$ cat src/rtl/core/dsi_pkg.sv
package dsi_pkg;

  localparam int unsigned CharW = 8;
  localparam int unsigned ValW  = 64;

  localparam logic [CharW-1:0] CHAR_MINUS = 8'h2D;
  localparam logic [CharW-1:0] CHAR_ZERO  = 8'h30;
  localparam logic [CharW-1:0] CHAR_ONE   = 8'h31;
  localparam logic [CharW-1:0] CHAR_NINE  = 8'h39;

  // 2^63 and floor(2^63 / 10)
  localparam logic [ValW-1:0] MAG_LIMIT = 64'h8000_0000_0000_0000;
  localparam logic [ValW-1:0] MAG_TENTH = 64'd922337203685477580;

  // parser phase codes
  localparam logic [1:0] PH_START  = 2'd0;
  localparam logic [1:0] PH_SIGN   = 2'd1;
  localparam logic [1:0] PH_DIGITS = 2'd2;
  localparam logic [1:0] PH_UNUSED = 2'd3;

  typedef struct packed {
    logic [ValW-1:0] mag;
    logic            neg;
    logic [1:0]      phase;
    logic            failed;
  } dsi_state_t;

  typedef struct packed {
    logic signed [ValW-1:0] value;
    logic                   ok;
  } dsi_res_t;

endpackage

$ cat src/rtl/core/dsi_char_if.sv
interface dsi_char_if;
  logic       valid;
  logic       ready;
  logic [7:0] char_code;
  logic       last_char;

  modport source (output valid, output char_code, output last_char, input ready);
  modport sink (input valid, input char_code, input last_char, output ready);
endinterface

$ cat src/rtl/core/dsi_res_if.sv
interface dsi_res_if;
  logic               valid;
  logic               ready;
  logic signed [63:0] parsed_value;
  logic               parse_ok;

  modport source (output valid, output parsed_value, output parse_ok, input ready);
  modport sink (input valid, input parsed_value, input parse_ok, output ready);
endinterface

$ cat src/rtl/core/dsi_step.sv
module dsi_step (
  input  dsi_pkg::dsi_state_t cur_i,
  input  logic [7:0]          char_i,
  input  logic                last_i,
  output dsi_pkg::dsi_state_t nxt_o,
  output dsi_pkg::dsi_res_t   res_o
);
  import dsi_pkg::*;

  logic            is_digit;
  logic [3:0]      digit;
  logic [ValW-1:0] prod;
  logic            take_first;
  logic            ok;

  assign is_digit = (char_i >= CHAR_ZERO) && (char_i <= CHAR_NINE);
  assign digit    = 4'(char_i - CHAR_ZERO);
  // times ten plus digit; only used while mag <= MAG_TENTH, so no wrap
  assign prod     = (cur_i.mag << 3) + (cur_i.mag << 1) + {{(ValW-4){1'b0}}, digit};

  always_comb begin
    nxt_o      = cur_i;
    take_first = 1'b0;
    if (!cur_i.failed) begin
      unique case (cur_i.phase)
        PH_SIGN: begin
          take_first = 1'b1;
        end
        PH_DIGITS: begin
          if (!is_digit || (cur_i.mag > MAG_TENTH) || (prod > MAG_LIMIT)) begin
            nxt_o.failed = 1'b1;
          end else begin
            nxt_o.mag = prod;
          end
        end
        default: begin
          // start phase; the unused code behaves the same
          if (char_i == CHAR_MINUS) begin
            nxt_o.neg   = 1'b1;
            nxt_o.phase = PH_SIGN;
            if (last_i) nxt_o.failed = 1'b1;
          end else begin
            take_first = 1'b1;
          end
        end
      endcase
    end
    if (take_first) begin
      nxt_o.phase = PH_DIGITS;
      if ((char_i >= CHAR_ONE) && (char_i <= CHAR_NINE)) begin
        nxt_o.mag = {{(ValW-4){1'b0}}, digit};
      end else if (char_i == CHAR_ZERO) begin
        nxt_o.mag = '0;
        // leading zero only allowed alone
        if (!last_i) nxt_o.failed = 1'b1;
      end else begin
        nxt_o.failed = 1'b1;
      end
    end
  end

  always_comb begin
    ok = !nxt_o.failed && (nxt_o.phase == PH_DIGITS);
    if (ok && !nxt_o.neg && (nxt_o.mag > (MAG_LIMIT - 64'd1))) ok = 1'b0;
    res_o.ok = ok;
    if (!ok) begin
      res_o.value = '0;
    end else if (nxt_o.neg) begin
      res_o.value = $signed(64'd0 - nxt_o.mag);
    end else begin
      res_o.value = $signed(nxt_o.mag);
    end
  end

endmodule

$ cat src/rtl/core/decimal_string_to_int64.sv
// Path: each character is captured in the input register, and a string's result in the result register.
// Throughput: one character per cycle, sustained while the result side does not stall; a
// result that waits for ready holds back the next character in the input register.
// The per-character multiply-by-ten and add completes in the single step between registers.
// Reset (rst_ni low, asynchronous) empties both registers and returns the parser to the start.
module decimal_string_to_int64 (
  input  logic      clk_i,
  input  logic      rst_ni,
  dsi_char_if.sink  req_i,
  dsi_res_if.source res_o
);
  import dsi_pkg::*;

  logic                s1_valid_q;
  logic [CharW-1:0]    s1_char_q;
  logic                s1_last_q;
  logic                s1_adv;

  dsi_state_t          state_q;
  dsi_state_t          state_d;
  dsi_res_t            step_res;

  logic                out_valid_q;
  logic signed [ValW-1:0] out_value_q;
  logic                out_ok_q;

  assign s1_adv    = s1_valid_q && (!out_valid_q || res_o.ready);
  assign req_i.ready = !s1_valid_q || s1_adv;

  dsi_step u_step (
    .cur_i  (state_q),
    .char_i (s1_char_q),
    .last_i (s1_last_q),
    .nxt_o  (state_d),
    .res_o  (step_res)
  );

  always_ff @(posedge clk_i or negedge rst_ni) begin
    if (!rst_ni) begin
      s1_valid_q  <= 1'b0;
      out_valid_q <= 1'b0;
      state_q     <= '0;
    end else begin
      if (req_i.ready) s1_valid_q <= req_i.valid;
      if (s1_adv) begin
        // drop all state at the end of a string
        state_q <= s1_last_q ? dsi_state_t'('0) : state_d;
      end
      if (s1_adv && s1_last_q) begin
        out_valid_q <= 1'b1;
      end else if (res_o.ready) begin
        out_valid_q <= 1'b0;
      end
    end
  end

  always_ff @(posedge clk_i) begin
    if (req_i.ready && req_i.valid) begin
      s1_char_q <= req_i.char_code;
      s1_last_q <= req_i.last_char;
    end
    if (s1_adv && s1_last_q) begin
      out_value_q <= step_res.value;
      out_ok_q    <= step_res.ok;
    end
  end

  assign res_o.valid        = out_valid_q;
  assign res_o.parsed_value = out_value_q;
  assign res_o.parse_ok     = out_ok_q;

  a_fail_zero: assert property (@(posedge clk_i) disable iff (!rst_ni)
    (out_valid_q && !out_ok_q) |-> (out_value_q == '0))
    else $error("failed parse carries nonzero value");

  a_clear_after_last: assert property (@(posedge clk_i) disable iff (!rst_ni)
    (s1_adv && s1_last_q) |=> (state_q == dsi_state_t'('0)))
    else $error("parser state not cleared after string end");

  a_s1_hold: assert property (@(posedge clk_i) disable iff (!rst_ni)
    (s1_valid_q && !s1_adv) |=> (s1_valid_q && $stable(s1_char_q) && $stable(s1_last_q)))
    else $error("stalled character lost");

  a_phase_legal: assert property (@(posedge clk_i) disable iff (!rst_ni)
    (state_q.phase != PH_UNUSED))
    else $error("unused parser phase entered");

endmodule

$ cat src/flat_wrapper.sv
// flat-port wrapper written by rule: the top's interface ports become plain ports
module decimal_string_to_int64_flat import dsi_pkg::*;
  (clk_i, rst_ni, req_i_valid, req_i_char_code, req_i_last_char, req_i_ready, res_o_valid, res_o_parsed_value, res_o_parse_ok, res_o_ready);
  dsi_char_if req_i_i ();
  dsi_res_if res_o_i ();
  input  logic clk_i;
  input  logic rst_ni;
  input wire logic [$bits(req_i_i.valid)-1:0] req_i_valid;
  input wire logic [$bits(req_i_i.char_code)-1:0] req_i_char_code;
  input wire logic [$bits(req_i_i.last_char)-1:0] req_i_last_char;
  output wire logic [$bits(req_i_i.ready)-1:0] req_i_ready;
  output wire logic [$bits(res_o_i.valid)-1:0] res_o_valid;
  output wire logic [$bits(res_o_i.parsed_value)-1:0] res_o_parsed_value;
  output wire logic [$bits(res_o_i.parse_ok)-1:0] res_o_parse_ok;
  input wire logic [$bits(res_o_i.ready)-1:0] res_o_ready;
  assign req_i_i.valid = req_i_valid;
  assign req_i_i.char_code = req_i_char_code;
  assign req_i_i.last_char = req_i_last_char;
  assign req_i_ready = req_i_i.ready;
  assign res_o_valid = res_o_i.valid;
  assign res_o_parsed_value = res_o_i.parsed_value;
  assign res_o_parse_ok = res_o_i.parse_ok;
  assign res_o_i.ready = res_o_ready;
  decimal_string_to_int64 u_core (.clk_i(clk_i), .rst_ni(rst_ni), .req_i(req_i_i), .res_o(res_o_i));
endmodule
$ cat config.mk
export PLATFORM = sky130hd
export DESIGN_NAME = decimal_string_to_int64_flat
export DESIGN_NICKNAME = d
export VERILOG_FILES = /design/src/rtl/core/dsi_pkg.sv /design/src/rtl/core/dsi_char_if.sv /design/src/rtl/core/dsi_res_if.sv /design/src/rtl/core/dsi_step.sv /design/src/rtl/core/decimal_string_to_int64.sv /design/src/flat_wrapper.sv
export SDC_FILE = /design/constraint.sdc
export NUM_CORES = 1
export LEC_CHECK = 0
export ABC_AREA = 1
export BUFFER_PORTS_ARGS = -buffer_cell sky130_fd_sc_hd__buf_4
export CAP_MARGIN = 5
export CORE_ASPECT_RATIO = 1.5
export CORE_UTILIZATION = 65
export DETAILED_ROUTE_END_ITERATION = 8
export PLACE_DENSITY = 0.82
export RECOVER_POWER = 50
export SYNTH_ARGS = -nofsm -noshare
export SYNTH_HDL_FRONTEND = slang
export SYNTH_SLANG_ARGS = --single-unit
$ cat constraint.sdc
create_clock -name clk_i -period 12.5 [get_ports clk_i]
set_clock_uncertainty 0.1 [all_clocks]
set_input_delay 0.625 -clock clk_i [delete_from_list [all_inputs] [get_ports clk_i]]
set_output_delay 0.625 -clock clk_i [all_outputs]
set_load 0.1 [all_outputs]
======== Yosys cells after proc, flatten, opt, wreduce, memory -nomap -nowiden ========
Cells that the tools add are included.
cells by class
  shift operators ......................... 0
  reduce and logical (&&, ||, !) cells .... 19
  divide/modulo/power cells ............... 0
  eq/ne operators ......................... 5
  muxes and demuxes ....................... 23
  bitwise gates (word level) .............. 0
  $mul .................................... 0
  $add $sub $neg .......................... 4
  magnitude comparators ................... 6
operators with widths
  kind                                                                count
  two-way mux 64 bit                                                  6
  two-way mux 68 bit                                                  2
  adder 64 x 4 -> 64 bit                                              1
  adder 64 bit                                                        1
  greater-than comparator 64 x 60 -> 1 bit (second input constant)    1
  greater-than comparator 64 x 63 -> 1 bit (second input constant)    1
  greater-than comparator 64 bit (second input constant)              1
  subtractor 1 x 64 -> 64 bit (first input constant)                  1
  == test 8 x 6 -> 1 bit (second input constant)                      2
  greater-or-equal comparator 8 x 6 -> 1 bit (second input constant)  2
  two-way mux 1 bit                                                   10
  less-or-equal comparator 8 x 6 -> 1 bit (second input constant)     1
  logical AND 1 bit                                                   8
  two-way mux 3 bit                                                   2
  logical NOT 1 bit                                                   5
  == test 2 bit (second input constant)                               2
  logical OR 1 bit                                                    4
  two-way mux 4 bit                                                   1
  one-hot mux 1 bit (2 select lines)                                  2
  subtractor 4 x 1 -> 4 bit (second input constant)                   1
  == test 2 x 1 -> 1 bit (second input constant)                      1
  nonzero test 2 bit                                                  1
  OR reduction 2 bit                                                  1
storage, ports and cells
  bits in registers ....................... 144
  memories kept ........................... 0
  bits in read-only memories .............. 0
  bits in latches ......................... 0
  output and inout port bits .............. 67
  memory bits (writable) .................. 0
  input bits .............................. 13
  word-level logic and storage cells ...... 67

======== Logic depth before layout (Yosys ltp) ========
Gate-level depths: netlist of run 1.
  word-level depth ........................ 17
  mapped depth ............................ 41
  mapped depth without buffers ............ 40

======== Hierarchy ========
A second synthesis of run 1 with hierarchy kept.
second synthesis, totals
  cell total of the unflattened synthesis .. 2,983
  area, all modules ....................... 16,985.0 um2
by module, submodules not included
  module                   area an instance (um2)  cells an instance  times used  sequential area each (um2)
  dsi_step                 11,414.7                2,458              1           0.0
  decimal_string_to_int64  5,570.3                 525                1           3,973.8

======== Least setup slack after synthesis of run 1 ========
Ideal clock, no wire load.
  path type ............................... register to register
  start point ............................. register u_core.state_q[4] in the netlist's numbering
  end point ............................... register u_core.out_value_q[30], in the netlist u_core.res_o.parsed_value[30] (data pin)
  required time ........................... 12.134 ns
  slack ................................... 7.641 ns
  buffers on the path ..................... 2
  stages on the path, launching flop included .. 33
  setup time .............................. 0.266 ns
  arrival time ............................ 4.493 ns
  period minus slack after synthesis ...... 4.859 ns
  cell sequence ........................... dfrtp_1 > inv_1 > fa_1 > inv_1 > fa_1 > nand3_1 > nand2_1 > nand2_1 > nand2_1 > nand2_1 > nand3_1 > nand2_1 > nand2_1 > xnor2_1 > nand2_1 > nor2_1 > nand2_1 > nor2_1 > nand2_1 > nand2_4 > nand4_2 > buf_6 > buf_6 > o211ai_2 > nand2_1 > inv_1 > ha_1 > nand3_1 > nor3_2 > nand3_1 > o21ai_0 > xor2_1 > nor2_1
between the ends
  longest elaborated chain between the ends .. 16
  elaborated cells between the ends (all ways) .. 26
  those cells by class .................... add/sub (3); order compare (3); mux (14); reduce/logical (6)
ends and longest elaborated chain
  element                                                                           RTL line                       RTL
  from (decl)                                                                       decimal_string_to_int64.sv:19  dsi_state_t state_q;
  from (signal assigned)                                                            decimal_string_to_int64.sv:47  state_q <= s1_last_q ? dsi_state_t'('0) : state_d;
  adder 64 bit                                                                      dsi_step.sv:19                 assign prod = (cur_i.mag << 3) + (cur_i.mag << 1) + {{(ValW-4){1'b0}}, digit};
  adder 64 x 4 -> 64 bit                                                            dsi_step.sv:19
  greater-than comparator 64 bit                                                    dsi_step.sv:30                 if (!is_digit || (cur_i.mag > MAG_TENTH) || (prod > MAG_LIMIT)) begin
  logical OR 1 bit                                                                  dsi_step.sv:30
  two-way mux 1 bit                                                                 dsi_step.sv:30
  one-hot mux 1 bit (2 select lines)                                                dsi_step.sv:25                 unique case (cur_i.phase)
  two-way mux 68 bit (*)                                                            dsi_step.sv:24                 if (!cur_i.failed) begin
  branches (longest 9 deep; another with greater-than comparator 64 x 63 -> 1 bit)  n/a
  to (signal assigned)                                                              decimal_string_to_int64.sv:63  out_value_q <= step_res.value;
  to (decl)                                                                         decimal_string_to_int64.sv:24  logic signed [ValW-1:0] out_value_q;
Mark *: on every way between the ends.
A chain may end at the register's enable or synchronous reset.

======== Worst setup path after layout of run 1 ========
  start point ............................. register u_core.state_q[49] in the netlist's numbering
  end point ............................... register u_core.out_value_q[50], in the netlist u_core.res_o.parsed_value[50] (data pin)
Same word-level chain as after synthesis.

==> reports/results.txt, run 1 <==
status: complete, but fails checks
failing checks: capacitance limit, slew limit
Final Setup Violations: 0
Critical Path RT: 12.58 ns
worst slack, placed: 6.016 ns
Multi-input gate area: 9905 µm²
CP Depth: 30
largest net degree at the start of global routing: 71
PortBufs: 79
Slew headroom: -156.4%
met2 usage: 73.01%
CTS tree: yes
Fill cells: 2,268
GP Congestion: 1.093
vias in the first global route: 17,745
FF/Latch Area: 3974 µm²
worst skew pair latency: 0.44 ns
CP endpoint kind: register
reg2reg setup slack: 5.27 ns
DRC violation total after the first TritonRoute iteration: 2,142
setup TNS: 0 ns
Post-CTS Resized: 0
Initial Utilization: 65.94%
total gr overflow: 0
Die Footprint: 25,260 µm²
Hold Vio Cnt, Final: 0
Clk pwr share: 25.8%
Worst VDD drop: 0.1440 mV
number of vias per cell: 5.837
CORE AREA: 24,260 µm²
M1 GR Usage: 55.57%
Setup crit start: u_core.state_q[49]$_DFFE_PN0P_
critical path type: register to register
global route hottest layer: met2
period utilization: 57.84%
DR vias: 18,199
Seq/Total Area, Yosys: 24.84%
wire per inst: 18.24 µm
Reg2Reg Depth: 30
RSZ-0062 raised after global routing: no
first-pass GRT wire length: 89.76 mm
maxcap violations: 2
f_max: 138.3 MHz
die width: 130.1 µm
Worst path max stage delay: 0.60 ns
hold-fix buffer count after cts: 0
share of cells above drive strength 1: 3.437%
most frequent cells in the layout: 936 x nand2_1, 494 x inv_1, 422 x nor2_1, 136 x nand3_1, 126 x ha_1
I/O pins: 80
Util after Layout: 70.78%
total CTS buffers: 17
Mean Syn Cell Area: 5.875 µm²
EDFF count, synth: 74
most common cell after layout, fill and taps aside: nand2_1
Mapped Area: 16,000 µm²
P_int: 1.091 mW
Max Slew Vio Count: 138
RR Startpoint: u_core.state_q[49]$_DFFE_PN0P_
clk sinks: 144
Routed Antenna Nets: 0
power per standard cell area: 120.7 nW/µm²
Sw Pwr: 0.9812 mW
crit path capture: u_core.res_o.parsed_value[50]$_SDFFCE_PN0P_
actual slew at the worst max-slew pin: 3.846 ns
CTS Root Cell: clkbuf_16
minimum clock period: 7.230 ns
critical path fanouts, max: 29
CP delay by family, top: simple AND/OR/NAND/NOR gates
Clock Pin Slew Worst Setup and Hold Paths: 0.06 ns
Area Overhead vs Synth: 7.336%
Post-Synthesis Cells: 2,723
Max Root-Sink Buffers: 2
DPL Wire Length: 45.23 mm
Flop pwr share: 27.4%
Unique masters post-synth: 48
critical path data arrival time: 7.31 ns
Die Height: 194.1 µm
YS warnings: 0
Total GRT Usage: 46.73%
std cell rows: 70
Hold Path Class: primary input to register
Comb pwr share: 46.8%
syn nets: 2,864
#FFs+latches synth: 144
first-pass detailed-route iteration total: 6
Post-synth top flop: edfxtp_1
post-CTS setup buffer count: 0
nets@finish: 2,921
leakage: 10.23 nW
grt met3 use: 10.38%
Post-synth ARST share: 48.61%
slowest CP cell: nor2_1
final worst slack: 5.270 ns
post-route DRC violation count: 0
H-tree Lvls: 4
final wirelength: 56.88 mm
most used cell, CP: nand2_1
CP Launch Type: register
initial antenna violation count: 2
Sw Share: 47.34%
R2R Path End: u_core.res_o.parsed_value[50]$_SDFFCE_PN0P_
Crit path buffers/inverters: 3
power groups by stage:
stage                     logic (mW)  clock network, mW  registers, mW
after global placement         0.941                  0          0.571
after CTS                      0.960              0.534          0.564
after floorplan                0.590                  0          0.664
final                          0.971              0.535          0.567
after global routing            1.05              0.549          0.569
after detailed placement       0.953                  0          0.572
state kept, by name, indices dropped and copies added (netlist names):
| register | count |
|---|---|
| u_core.state_q | 68 |
| u_core.res_o.parsed_value | 64 |
| u_core.s1_char_q | 8 |
| u_core.res_o.parse_ok | 1 |
| u_core.res_o.valid | 1 |
| u_core.s1_last_q | 1 |
| u_core.s1_valid_q | 1 |
per-layer routing:
layer  share of wire [%]  wire [µm]  vias up
li1                    -          -     8619
met1                  37      20880     8193
met2                  45      25620     1121
met3                  10       5862      264
met4                 7.9       4500        2
met5               0.021         12        -
area by class of cell:
cell class	count	share of cell area [%]
Tap cell	324	2.361
Timing Repair Buffer	86	2.252
Clock buffer	17	2.477
Clock inverter	15	1.057
Antenna cell	1	0.01457
Inverter	504	11.02
Multi-Input combinational cell	2027	57.68
Sequential cell	144	23.14
worst min-delay path by stage:
stage / startpoint / endpoint / slack (ns) / cells after the start
final: req_i_char_code[6] / u_core.s1_char_q[6]$_DFFE_PP_ / 0.29 / 1
after global routing: req_i_char_code[5] / u_core.s1_char_q[5]$_DFFE_PP_ / 0.29 / 1
after CTS: rst_ni / u_core.state_q[56]$_DFFE_PN0P_ / 0.24 / 1
after detailed placement: u_core.res_o.valid$_DFFE_PN0P_ / u_core.res_o.valid$_DFFE_PN0P_ / 0.45 / 2
after global placement: u_core.res_o.valid$_DFFE_PN0P_ / u_core.res_o.valid$_DFFE_PN0P_ / 0.44 / 2
after floorplan: rst_ni / u_core.res_o.valid$_DFFE_PN0P_ / 0.23 / 0
through the flow:
step | std cells | power, mW | area [µm²] | hold slack (ns)
final | 3118 | 2.073 | 17170 | 0.2856
after global placement | 3085 | 1.512 | 16820 | 0.4390
after floorplan | 2723 | 1.254 | 16000 | 0.2294
after CTS | 3117 | 2.058 | 17430 | 0.2391
after detailed placement | 3085 | 1.525 | 16820 | 0.4459
after global routing | 3117 | 2.167 | 17170 | 0.2891
Yosys cell counts (all sizes together) (27+ instances only):
cell / count / share of area (%)
nand2: 950 / 23
inv: 503 / 12
nor2: 437 / 11
nand3: 139 / 4.4
ha: 126 / 9.9
a21oi: 101 / 3.2
edfxtp: 74 / 14
dfrtp: 70 / 11
o22ai: 61 / 2.4
o21ai: 49 / 1.6
nand4: 40 / 1.7
nor3: 33 / 1.1
clkbuf: 27 / 0.63
kinds of logic after synthesis:
| logic type | synth area share (%) |
|---|---|
| and+or+nand+nor | 42.25 |
| buffers and inverters | 13.31 |
| AOI/OAI and AO/OA | 8.290 |
| DFF | 24.84 |
| adders and majority gates | 10.10 |
| xor gates and xnor gates | 1.204 |
No activity file was read; power rests on OpenSTA's default activity.
==> run 2: changes to the inputs <==
- CORE_UTILIZATION: 65 -> 64
- PLACE_DENSITY: 0.82 -> 0.81
- clock period: 12.5 -> 6.8 ns (I/O delays scaled with it)
==> run 2 against run 1 <==
First-iteration DRC count increased by 3.7%. Power is 86% higher. Largest cell class unchanged. Sequential cell count stayed put. The run still ends with capacitance limit, slew limit left. Global-route usage shrank 0.33 points. Non-clock buffer count grew 15. Critical path depth up 2. Core utilization is essentially flat. Critical endpoint is now u_core.res_o.parsed_value[36]$_SDFFCE_PN0P_. Clock power rose by 79%.
==> reports/results.txt, run 2 (synthesis gave the netlist of run 1 again) <==
status: complete, but fails checks (unchanged)
failing checks: capacitance limit, slew limit (unchanged)
RSZ-0062 raised after global routing: no (unchanged)
R2R Path End: u_core.res_o.parsed_value[36]$_SDFFCE_PN0P_ (was u_core.res_o.parsed_value[50]$_SDFFCE_PN0P_)
H-tree Lvls: 4 (unchanged)
CTS Root Cell: clkbuf_16 (unchanged)
PortBufs: 79 (unchanged)
Clock Pin Slew Worst Setup and Hold Paths: 0.06 ns (about the same)
WHS Endpoint: u_core.s1_valid_q$_DFFE_PN0N_ (was u_core.s1_char_q[6]$_DFFE_PP_)
Max Slew Vio Count: 138 (unchanged)
std cell rows: 70 (unchanged)
power per standard cell area: 222.6 nW/µm² (was 120.7 nW/µm²)
Worst path max stage delay: 0.55 ns (was 0.60 ns)
Die Footprint: 25,650 µm² (was 25,260 µm²)
Critical Path RT: 6.92 ns (was 12.58 ns)
Setup crit start: u_core.state_q[4]$_DFFE_PN0P_ (was u_core.state_q[49]$_DFFE_PN0P_)
Fill cells: 2,237 (was 2,268)
vias in the first global route: 17,578 (was 17,745)
initial antenna violation count: 0 (was 2)
critical path fanouts, max: 28 (was 29)
DPL Wire Length: 46.12 mm (was 45.23 mm)
actual slew at the worst max-slew pin: 3.909 ns (was 3.846 ns)
RR Startpoint: u_core.state_q[4]$_DFFE_PN0P_ (was u_core.state_q[49]$_DFFE_PN0P_)
Initial Utilization: 65.47% (was 65.94%)
most common cell after layout, fill and taps aside: nand2_1 (unchanged)
FF/Latch Area: 3974 µm² (unchanged)
maxcap violations: 2 (unchanged)
CTS tree: yes (unchanged)
critical path type: register to register (unchanged)
first-pass detailed-route iteration total: 9 (was 6)
share of cells above drive strength 1: 3.632% (was 3.437%)
Reg2Reg Depth: 32 (was 30)
post-route DRC violation count: 0 (unchanged)
Total GRT Usage: 46.39% (was 46.73%)
total CTS buffers: 17 (unchanged)
worst hold path stage count: 3 (was 1)
# diodes: 0 (was 1)
max reg flops: 68 (unchanged)
Hold Vio Cnt, Final: 0 (unchanged)
post-CTS setup buffer count: 0 (unchanged)
clk sinks: 144 (unchanged)
setup TNS: 0 ns (unchanged)
DR vias: 18,446 (was 18,199)
largest net degree at the start of global routing: 71 (unchanged)
GP Congestion: 1.085 (was 1.093)
CP Launch Type: register (unchanged)
Inst Count DP: 3,090 (was 3,085)
CORE AREA: 24,440 µm² (was 24,260 µm²)
Hold Path Class: primary input to register (unchanged)
Hold WS: 0.04283 ns (was 0.2856 ns)
nets@finish: 2,936 (was 2,921)
period utilization: 94.81% (was 57.84%)
critical path data arrival time: 6.57 ns (was 7.31 ns)
total gr overflow: 0 (unchanged)
Worst VDD drop: 0.2893 mV (was 0.1440 mV)
wire per inst: 18.62 µm (was 18.24 µm)
final cell count without fillers: 3,132 (was 3,118)
first-pass GRT wire length: 89.47 mm (was 89.76 mm)
Max Root-Sink Buffers: 2 (unchanged)
worst skew pair latency: 0.44 ns (about the same)
reg2reg setup slack: 0.35 ns (was 5.27 ns)
slowest CP cell: fa_1 (was nor2_1)
Most flops, register: u_core.state_q (unchanged)
final wirelength: 58.33 mm (was 56.88 mm)
Area Overhead vs Synth: 8.173% (was 7.336%)
Routed Antenna Nets: 0 (unchanged)
Multi-input gate area: 9916 µm² (was 9905 µm²)
total chip power: 3.852 mW (was 2.073 mW)
most used cell, CP: nand2_1 (unchanged)
f_max: 155.1 MHz (was 138.3 MHz)
I/O pins: 80 (unchanged)
DRC violation total after the first TritonRoute iteration: 2,221 (was 2,142)
minimum clock period: 6.447 ns (was 7.230 ns)
number of vias per cell: 5.890 (was 5.837)
Slew headroom: -160.6% (was -156.4%)
most frequent cells in the layout: 936 x nand2_1, 494 x inv_1, 422 x nor2_1, 136 x nand3_1, 126 x ha_1 (unchanged)
CP endpoint kind: register (unchanged)
Hold Path Origin: req_i_valid (was req_i_char_code[6])
die width: 131.1 µm (was 130.1 µm)
Final Setup Violations: 0 (unchanged)
leakage: 10.29 nW (was 10.23 nW)
Die Height: 195.6 µm (was 194.1 µm)
-- run 2: changes by cell type in the layout (fill, tap and decap cells not counted), sizes merged, moves of 2 or more --
cell,delta
clkinv,-2
bufinv,-2
dlygate4sd3,+10
buf,+5
clkbuf,+5
-- run 2: stage by stage --
| stage | setup WS, ns | area (µm²) | utilization, % |
|---|---|---|---|
| after floorplan | 1.941 | 16000 | - |
| after global placement | 0.7237 | 16860 | 68.99 |
| after detailed placement | 0.6869 | 16860 | 68.99 |
| after CTS | 0.6373 | 17550 | 71.83 |
| after global routing | 0.06302 | 17310 | 70.82 |
| final | 0.3530 | 17310 | 70.82 |
-- run 2: area by class of cell --
type	instances	share of cell area (%)
multi-input cells	2027	57.30
repair buffers	101	3.029
flip-flops and latches	144	22.96
clock buffers	22	2.892
clock inverters	10	0.5423
inverters	504	10.93
well taps	324	2.343
-- run 2: how the worst max path moves through the flow --
stage	endpoint	cells past startpoint	slack, ns
after floorplan	u_core.res_o.parsed_value[30]$_SDFFCE_PN0P_	32	1.94
after global placement	u_core.res_o.parsed_value[36]$_SDFFCE_PN0P_	32	0.72
after detailed placement	u_core.res_o.parsed_value[62]$_SDFFCE_PN0P_	32	0.69
after CTS	u_core.res_o.parsed_value[36]$_SDFFCE_PN0P_	32	0.64
after global routing	u_core.res_o.parsed_value[36]$_SDFFCE_PN0P_	33	0.06
final	u_core.res_o.parsed_value[36]$_SDFFCE_PN0P_	32	0.35
-- run 2: layer usage --
metal  vias up  GRT usage, %  routed length (µm)
met5         -             0                   0
met4         0         37.34                5232
met3       306         8.877                5536
met2      1193         73.56               26130
met1      8295         53.85               21430
li1       8652             -                   -
-- run 2: critical path: cells and delay by family, from the launching register on --
family,cells,cell delay (ns)
buf+inv,4,0.61
compound gates,2,0.44
fa+ha+maj,2,1.01
flops,1,0.37
simple gates,23,3.39
xor+xnor,1,0.31
-- run 2: power by group --
part | internal [mW] | total [mW] | switching, mW
logic | 0.451 | 1.85 | 1.40
registers | 0.986 | 1.04 | 0.0565
clock network | 0.563 | 0.958 | 0.394
-- run 2: what timing repair did --
action | CTS | global route
setup endpoints to repair | 0 | 11
hold endpoints to repair | 79 | 0
hold buffers | 10 | 0
gates resized for setup | 0 | 2
